## src/sv/lwr_pkg.sv

```systemverilog
// Shared constants, register codes and types of the lag watchdog restart unit.
package lwr_pkg;

  localparam int unsigned HISTORY_DEPTH   = 256;
  localparam int unsigned CHECK_PERIOD_MS = 60000;

  localparam int unsigned DUR_W      = 16;
  localparam int unsigned WC_W       = 9;
  localparam int unsigned THR_W      = 16;
  localparam int unsigned TIMER_W    = 32;
  localparam int unsigned CFG_DATA_W = 16;
  localparam int unsigned CFG_IDX_W  = 1;

  localparam int unsigned HIST_AW    = $clog2(HISTORY_DEPTH);
  localparam int unsigned CNT_W      = $clog2(HISTORY_DEPTH + 1);
  localparam int unsigned SUM_W      = DUR_W + HIST_AW;
  localparam int unsigned DIV_STEP_W = $clog2(SUM_W + 1);

  localparam logic [CFG_IDX_W-1:0] REG_WINDOW_COUNT = 1'b0;
  localparam logic [CFG_IDX_W-1:0] REG_THRESHOLD    = 1'b1;

  localparam logic [TIMER_W-1:0] CHECK_PERIOD = TIMER_W'(CHECK_PERIOD_MS);

  typedef struct packed {
    logic busy;
    logic done;
  } unit_sts_t;

endpackage

```

## src/sv/lwr_div.sv

```systemverilog
// Bit-serial restoring divider, one quotient bit per cycle.
module lwr_div (
  input  logic                      clk,
  input  logic                      rst_n,
  input  logic                      start,
  input  logic [lwr_pkg::SUM_W-1:0] dividend,
  input  logic [lwr_pkg::WC_W-1:0]  divisor,
  output lwr_pkg::unit_sts_t        sts,
  output logic [lwr_pkg::SUM_W-1:0] quotient
);

  logic [lwr_pkg::SUM_W-1:0]      quo_r;
  logic [lwr_pkg::SUM_W-1:0]      quo_nxt;
  logic [lwr_pkg::WC_W-1:0]       rem_r;
  logic [lwr_pkg::WC_W-1:0]       rem_nxt;
  logic [lwr_pkg::WC_W:0]         trial;
  logic [lwr_pkg::WC_W:0]         diff;
  logic                           fit;
  logic [lwr_pkg::DIV_STEP_W-1:0] step_r;
  logic                           busy_r;
  logic                           done_r;

  always_comb begin
    trial   = {rem_r, quo_r[lwr_pkg::SUM_W-1]};
    diff    = trial - {1'b0, divisor};
    fit     = (trial >= {1'b0, divisor});
    rem_nxt = fit ? diff[lwr_pkg::WC_W-1:0] : trial[lwr_pkg::WC_W-1:0];
    quo_nxt = {quo_r[lwr_pkg::SUM_W-2:0], fit};
  end

  always_ff @(posedge clk) begin
    if (!rst_n) begin
      busy_r <= 1'b0;
      done_r <= 1'b0;
      step_r <= '0;
    end else begin
      done_r <= 1'b0;
      if (start) begin
        busy_r <= 1'b1;
        step_r <= lwr_pkg::DIV_STEP_W'(lwr_pkg::SUM_W);
      end else if (busy_r) begin
        step_r <= step_r - 1'b1;
        if (step_r == lwr_pkg::DIV_STEP_W'(1)) begin
          busy_r <= 1'b0;
          done_r <= 1'b1;
        end
      end
    end
  end

  always_ff @(posedge clk) begin
    if (start) begin
      quo_r <= dividend;
      rem_r <= '0;
    end else if (busy_r) begin
      quo_r <= quo_nxt;
      rem_r <= rem_nxt;
    end
  end

  assign sts.busy = busy_r;
  assign sts.done = done_r;
  assign quotient = quo_r;

endmodule

```

## config.mk

```make
export PLATFORM = sky130hd
export DESIGN_NAME = lwr_div
export DESIGN_NICKNAME = d
export VERILOG_FILES = /design/src/sv/lwr_pkg.sv /design/src/sv/lwr_div.sv
export SDC_FILE = /design/constraint.sdc
export NUM_CORES = 1
export LEC_CHECK = 0
export ABC_CLOCK_PERIOD_IN_PS = 3400
export BUFFER_PORTS_ARGS = -buffer_cell sky130_fd_sc_hd__buf_2
export CAP_MARGIN = 20
export CELL_PAD_IN_SITES_DETAIL_PLACEMENT = 1
export CELL_PAD_IN_SITES_GLOBAL_PLACEMENT = 1
export CORE_MARGIN = 4
export CORE_UTILIZATION = 43
export DETAILED_ROUTE_END_ITERATION = 6
export PLACE_DENSITY_LB_ADDON = 0.15
export SKIP_CTS_REPAIR_TIMING = 1
export SLEW_MARGIN = 20
export SYNTH_ARGS = -nofsm -noshare
export SYNTH_HDL_FRONTEND = slang
export SYNTH_SLANG_ARGS = --single-unit
```

## constraint.sdc

```tcl
create_clock -name clk -period 3.4 [get_ports clk]
set_input_delay 0.68 -clock clk [delete_from_list [all_inputs] [get_ports clk]]
set_output_delay 0.68 -clock clk [all_outputs]
set_load 0.02 [all_outputs]
```

== Word-level counts from Yosys, hierarchy flattened ==
Cells that the tools add are included.

* Bits in registers: 40
* Bits of input ports: 36
* Output and inout port bits: 26
* Logic and storage cells: 24

* Add/subtract/negate cells: 2
* Magnitude comparators: 1
* Equality and inequality tests: 1
* Muxes and demuxes: 9
* Bitwise operators: 2
* Reductions and logical operators: 3

{| class="wikitable"
|+ Operators with widths
! cell !! number
|-
| $mux 24 || 2
|-
| $ge 10x9->1 || 1
|-
| $mux 5 || 2
|-
| $mux 9 || 1
|-
| $sub 9x9->9 || 1
|-
| $eq 5x1->1 const B || 1
|-
| $sub 5x1->5 const B || 1
|-
| $mux 1 || 4
|-
| $reduce_or 3->1 || 1
|-
| $not 1->1 || 2
|-
| $reduce_bool 2->1 || 1
|-
| $reduce_or 2->1 || 1
|}

== Depth between registers and ports, before layout ==
Gate-level depths: netlist of run 1.

* Word-level depth: 4
* Gate-level depth with buffers: 9

== Worst setup path before layout of run 1 ==
No wires, ideal clock.

* Path type: input to register
* Start: input port divisor[0] (netlist name)
* End: register quo_r (netlist bit quotient[0]), data pin
* Arrival: 2.235 ns
* Data required time: 3.140 ns
* Setup slack: 0.905 ns
* Stages on the path: 7
* Path buffers: 0
* Cells stage by stage: ha_1 inv_1 fa_1 a211oi_2 o31a_1 o211ai_4 mux2_2

* Word-level cells in the longest chain between the ends: 3

{| class="wikitable"
|+ Ends and longest elaborated chain
! what !! RTL line !! source
|-
| start, declared || lwr_div.sv:7 || <nowiki>input logic [lwr_pkg::WC_W-1:0] divisor,</nowiki>
|-
| $ge 10x9->1 || lwr_div.sv:26 || <nowiki>fit = (trial >= {1'b0, divisor});</nowiki>
|-
| $mux 24 || lwr_div.sv:55 || <nowiki>end else if (busy_r) begin</nowiki>
|-
| $mux 24 || lwr_div.sv:52 || <nowiki>if (start) begin</nowiki>
|-
| end signal, assigned || lwr_div.sv:53 || <nowiki>quo_r <= dividend;</nowiki>
|-
| end signal, assigned || lwr_div.sv:56 || <nowiki>quo_r <= quo_nxt;</nowiki>
|-
| end, declared || lwr_div.sv:12 || <nowiki>logic [lwr_pkg::SUM_W-1:0] quo_r;</nowiki>
|}

Every way passes these cells. The select of a mux whose other input is x is not followed.
A chain may end at the register's enable or synchronous reset.

== Worst setup path after layout of run 1 ==
* Start: register quo_r (netlist bit quotient[23])
* End: register rem_r[8] (netlist name)

* Word-level cells in the longest chain between the ends: 2
* Elaborated cells between the ends (all ways): 3

{| class="wikitable"
|+ Ends and longest elaborated chain
! what !! RTL line !! source
|-
| $sub 9x9->9 / $ge 10x9->1 (equally long branches) || lwr_div.sv:25, lwr_div.sv:26 ||
|-
| $mux 9 (*) || lwr_div.sv:27 || <nowiki>rem_nxt = fit ? diff[lwr_pkg::WC_W-1:0] : trial[lwr_pkg::WC_W-1:0];</nowiki>
|-
| end signal, assigned || lwr_div.sv:57 || <nowiki>rem_r <= rem_nxt;</nowiki>
|-
| end, declared || lwr_div.sv:14 || <nowiki>logic [lwr_pkg::WC_W-1:0] rem_r;</nowiki>
|}

Mark *: on every way between the ends. The rest lies on a longest branch, timed or not.

==> out/qor.txt, run 1 <==
Most common cell after layout, fill and taps aside - buf_2
Average size of a mapped cell - 11.5 um^2
Post-Syn Instances - 192
CP required - 3590 ps
Number of port buffers - 61
Total Neg Setup Slack - 0 ps
Async set or reset register ratio after synthesis - 0%
Worst slew margin - 46.8%
Ports - 62
Global-route wire length before repair - 8.67 mm
Fin crit share - 77.7%
Cell type with the highest aggregate area in the netlist - edfxtp_1
Status - finished clean
Gr usage total - 17.5%
GPL Wtd Cong - 0.770
Peak supply drop - 0.000232 V
Detailed placement HPWL - 4.02 mm
Synth warnings - 0
Leak - 1.15 nW
Nets@finish - 301
Clock Path Buffers - 2
Post-synth top area share - 32.5%
Total internal power - 0.877 mW
Final wirelength - 5.23 mm
Number of clock sinks - 40
Number of max-slew violations in the final report - 0
Die Span Y - 79.8 um
Area of the mapped netlist - 2220 um^2
Logic pwr share - 26.5%
Largest fanout on the critical path - 6
Sw frac - 30.8%
Synth Net Count - 240
R2R setup slack - 760 ps
Minimum clock period - 2640 ps
Critical path class - reg2reg
WL/cell - 16.3 um
Root buf cell - clkbuf_8
Worst Skew - 6.04 ps
Final Hold Viols - 0
Pre-CTS WS - 524 ps
Total CTS buffers - 5
Share of layout cells above drive strength 1 - 40.9%
Number of global-route vias before repair - 1777
Die Area - 6370 um^2
CTS clk-pin slew, worst paths - 80 ps
Max Fclk - 378 MHz
Row Count - 25
Vias - 1660
Diode count - 0
P per Cell Area - 475 nW/um^2
PnR worst setup slack - 758 ps
Crit. End Element - register
Slew @ Worst Pin - 796 ps
Seq/Total Area, Yosys - 47.0%
Synth cell types - 45
First DRT Iteration DRCs - 79
Max-cap violations - 0
HP Class - reg2reg
Synth area leaders - edfxtp_1 33%, dfxtp_1 14%, mux2_2 13%
Pin count of the biggest net entering global routing - 25
DRC viols - 0
Sequential power share - 47.8%
Seq cells post-synth - 40
CORE AREA - 4850 um^2
EDFF count, synth - 24
CTS tree - built
Critical path launch point type - register
RSZ-0062 raised after global routing - no
Arr. time, crit path - 2830 ps
Worst-Skew Late Latency - 290 ps
Prevailing post-synth register cell - edfxtp_1
Most frequent cells in the layout - 61 x buf_2, 25 x mux2_2, 24 x edfxtp_1
Area Overhead vs Synth - 20.4%
Vias per cell - 5.17
DRT antenna net count - 0
H-tree lvl count - 2
Router iterations before antenna repair - 4
Starting Density - 45.7%
Setup Viol. Count Final - 0
Net switching power - 0.390 mW
Antenna violations before repair - 0
DIE WIDTH - 79.8 um
Clock network fraction of design power - 25.7%
Grt ovf - 0
## worst paths after layout
check        cells past startpoint        end         start
max reg2reg                      9   rem_r[8]  quotient[23]
max                              9   rem_r[8]  quotient[23]
min reg2reg                      2  step_r[1]     step_r[1]
min                              2  step_r[1]     step_r[1]
## registers in the layout (all words and copies together), names as in the netlist
signal,flops
busy_r,1
quotient,24
done_r,1
step_r,5
rem_r,9
## logic make-up after synthesis
group	after synthesis	share of synthesized area [%]
flops	40	47.0
simple gates	44	11.1
compound gates	34	12.0
fa+ha+maj	12	7.11
xor+xnor	8	3.16
mux	31	15.4
buf+inv	23	4.23
## critical path: stages (launching register included)
cell,delay (ps)
edfxtp_1,460
inv_1,90
ha_1,150
inv_1,50
fa_1,420
a211oi_2,380
o31a_1,330
o211a_2,290
nand2_1,70
a311oi_1,300
## cells in the mapped netlist (all sizes together) (2+ instances only)
cell type and n:
xor2 6, clkbuf 5, nand4b 2, nand2 7, a211oi 8, nor3 5
a311oi 3, o21a 2, nand2b 3, a21oi 8, ha 11, o211ai 3
dfxtp 16, o31ai 2, nor2 14, buf 3, mux2i 6, xnor2 2
inv 15, nor4 2, mux2 25, nand3 3, edfxtp 24
## power by group through the flow
stage | combinational (mW) | clock (mW) | sequential (mW)
final | 0.336 | 0.325 | 0.606
after floorplan | 0.205 | 0 | 0.644
after CTS | 0.339 | 0.337 | 0.607
after global placement | 0.328 | 0 | 0.615
after detailed placement | 0.337 | 0 | 0.616
after global routing | 0.370 | 0.359 | 0.614
## per-layer routing
metal	track usage [%]	wire, um
met1	23.3	2430
met2	29.0	2540
met3	4.63	247
met4	3.04	13
met5	0	0
## final cells by class
type	count	area, um^2
multi-input combinational	129	1080
inverter	15	56.3
tap	67	83.8
fill	562	2180
clock inverter	2	10.0
sequential	40	1040
clock buffer	6	82.6
timing repair buffer	62	313
## metrics by stage
step	hold slack (ps)	total power, mW	cell area (um^2)	utilization, %	cells
6_report	507	1.27	2670	55.0	321
5_1_grt	542	1.34	2670	55.0	321
4_1_cts	514	1.28	2670	55.0	321
3_5_place_dp	502	0.954	2580	53.1	313
3_3_place_gp	487	0.943	2580	53.1	313
2_1_floorplan	456	0.849	2220	-	192
Power figures use the tool's default switching activity.
==> inputs of run 2 (changes only) <==
--- a/config.mk
+++ b/config.mk
@@ -5,13 +5,14 @@
 export SDC_FILE = /design/constraint.sdc
 export NUM_CORES = 1
 export LEC_CHECK = 0
-export ABC_CLOCK_PERIOD_IN_PS = 3400
+export ABC_AREA = 1
+export ABC_CLOCK_PERIOD_IN_PS = 2500
 export BUFFER_PORTS_ARGS = -buffer_cell sky130_fd_sc_hd__buf_2
 export CAP_MARGIN = 20
 export CELL_PAD_IN_SITES_DETAIL_PLACEMENT = 1
 export CELL_PAD_IN_SITES_GLOBAL_PLACEMENT = 1
 export CORE_MARGIN = 4
-export CORE_UTILIZATION = 43
+export CORE_UTILIZATION = 37
 export DETAILED_ROUTE_END_ITERATION = 6
 export PLACE_DENSITY_LB_ADDON = 0.15
 export SKIP_CTS_REPAIR_TIMING = 1
==> constraint.sdc (replaced) <==
create_clock -name clk -period 2.5 [get_ports clk]
set_input_delay 0.5 -clock clk [delete_from_list [all_inputs] [get_ports clk]]
set_output_delay 0.5 -clock clk [all_outputs]
set_load 0.02 [all_outputs]
==> out/qor.txt, run 2 <==
Minimum clock period - 2030 ps
Max-cap violations - 0
Synth area leaders - edfxtp_1 32%, nand2_1 20%, dfxtp_1 14%
Fin crit share - 81.3%
WL/cell - 12.9 um
Status - finished clean
First DRT Iteration DRCs - 69
P per Cell Area - 563 nW/um^2
EDFF count, synth - 24
Worst r2r src - quotient[23]
CTS clk-pin slew, worst paths - 80 ps
Met3 Use GR - 3.17%
Setup Viol. Count Final - 0
Nets@finish - 401
Number of port buffers - 61
Most frequent cells in the layout - 119 x nand2_1, 61 x buf_2, 39 x inv_1
Crit. End Element - register
Gr usage total - 15.2%
Synth cell types - 28
RSZ-0062 raised after global routing - no
Synth Net Count - 340
CORE AREA - 5920 um^2
Cell type with the highest aggregate area in the netlist - edfxtp_1
DRC viols - 0
Hold path startpoint - rst_n
Max Fclk - 492 MHz
Most common cell after layout, fill and taps aside - nand2_1
Seq/Total Area, Yosys - 46.2%
Async set or reset register ratio after synthesis - 0%
Top cells by count, synth - 119 x nand2_1, 39 x inv_1, 26 x nand3_1
Most Crowded Layer GR - met2
HP Class - in2reg
Crit. Startpoint - quotient[23]
Grt met1 use - 19.7%
Die Area - 7410 um^2
Max FFs per register - 24
Total CTS buffers - 5
Peak supply drop - 0.000223 V
DIE WIDTH - 86.1 um
Most frequent cell after synthesis - nand2_1
Router iterations before antenna repair - 4
Vias per cell - 4.73
Average size of a mapped cell - 7.72 um^2
Diode count - 0
Worst hold slack - 481 ps
Global-route wire length before repair - 9.04 mm
Area Overhead vs Synth - 19.3%
Final wirelength - 5.54 mm
Detailed placement HPWL - 4.34 mm
DRT antenna net count - 0
Total Neg Setup Slack - 0 ps
Slew @ Worst Pin - 503 ps
Number of global-route vias before repair - 1970
Critical path class - reg2reg
Clock Path Buffers - 2
Prevailing post-synth register cell - edfxtp_1
CTS tree - built
Antenna violations before repair - 0
Arr. time, crit path - 2250 ps
Largest fanout on the critical path - 12
Grt met2 use - 25.6%
Final Util - 45.4%
Vias - 2031
GPL Wtd Cong - 0.805
Die Span Y - 86.1 um
Fillers - 784
Leak - 1.42 nW
Row Count - 28
Number of clock sinks - 40
Synth warnings - 0
Area of the mapped netlist - 2250 um^2
Worst Skew - 7.97 ps
Number of max-slew violations in the final report - 0
Ports - 62
Post-synth top area share - 32.0%
H-tree lvl count - 2
Worst slew margin - 66.5%
Seq cells post-synth - 40
Pin count of the biggest net entering global routing - 29
Share of layout cells above drive strength 1 - 22.3%
R2R setup slack - 470 ps
Starting Density - 38.1%
Grt ovf - 0
Root buf cell - clkbuf_8
Worst-Skew Late Latency - 290 ps
Post-Syn Instances - 292
CP required - 2720 ps
Total power - 1.51 mW
Critical path launch point type - register
Final Hold Viols - 0
## run 2: cell count changes after synthesis, sizes merged, moves of 4 or more
cell	before	now
a211oi	8	1
inv	15	40
mux2	25	0
mux2i	6	0
nand2	7	123
nand3	3	27
o21ai	1	5
xor2	6	1
## run 2: through the flow
stage                     setup slack (ps)  instance area (um^2)  instances
after global placement                 375                  2610        421
final                                  467                  2690        429
after global routing                   274                  2690        429
after detailed placement               293                  2610        421
after floorplan                        607                  2250        292
after CTS                              454                  2690        429
## run 2: worst paths after layout
kind,cells after the start,end
max,11,rem_r[0]
min,3,busy_r
max reg2reg,11,rem_r[0]
min reg2reg,2,step_r[0]
## run 2: power breakdown
group          switching (mW)  leakage, nW  internal, mW  total [mW]
registers              0.0298        0.377         0.761       0.791
logic                   0.201         1.00         0.113       0.314
clock network           0.214       0.0422         0.196       0.410
total                   0.445         1.42          1.07        1.51
## run 2: routing by layer
| metal | vias to the layer above | routed length (um) |
|---|---|---|
| met5 | - | 0 |
| met1 | 941 | 2620 |
| met4 | 0 | 38 |
| met3 | 4 | 283 |
| li1 | 1045 | - |
| met2 | 41 | 2600 |
## run 2: logic make-up after synthesis
logic type / after synthesis / synth area share, %
adders and majority gates: 12 / 6.99
DFF: 40 / 46.2
and+or+nand+nor: 171 / 31.9
xor gates and xnor gates: 4 / 1.55
AOI/OAI and AO/OA: 16 / 4.05
buffers and inverters: 49 / 9.32
## run 2: cell type report
cell class              instances  area (um^2)  share of cell area, %
well taps                      75         93.8                   3.49
multi-input cells             203         1000                   37.3
clock buffers                   7         76.3                   2.84
flip-flops and latches         40         1040                   38.7
inverters                      40          150                   5.58
clock inverters                 1         5.00                  0.186
repair buffers                 63          320                   11.9
## run 2: worst max-delay path: stages, from the launching register on
cell,delay (ps)
edfxtp_1,400
inv_1,100
ha_1,150
inv_1,60
fa_1,420
nand2_1,130
nand3_2,90
nand2_2,200
nand2_2,150
nand2_1,100
nand3_1,70
o21ai_1,100
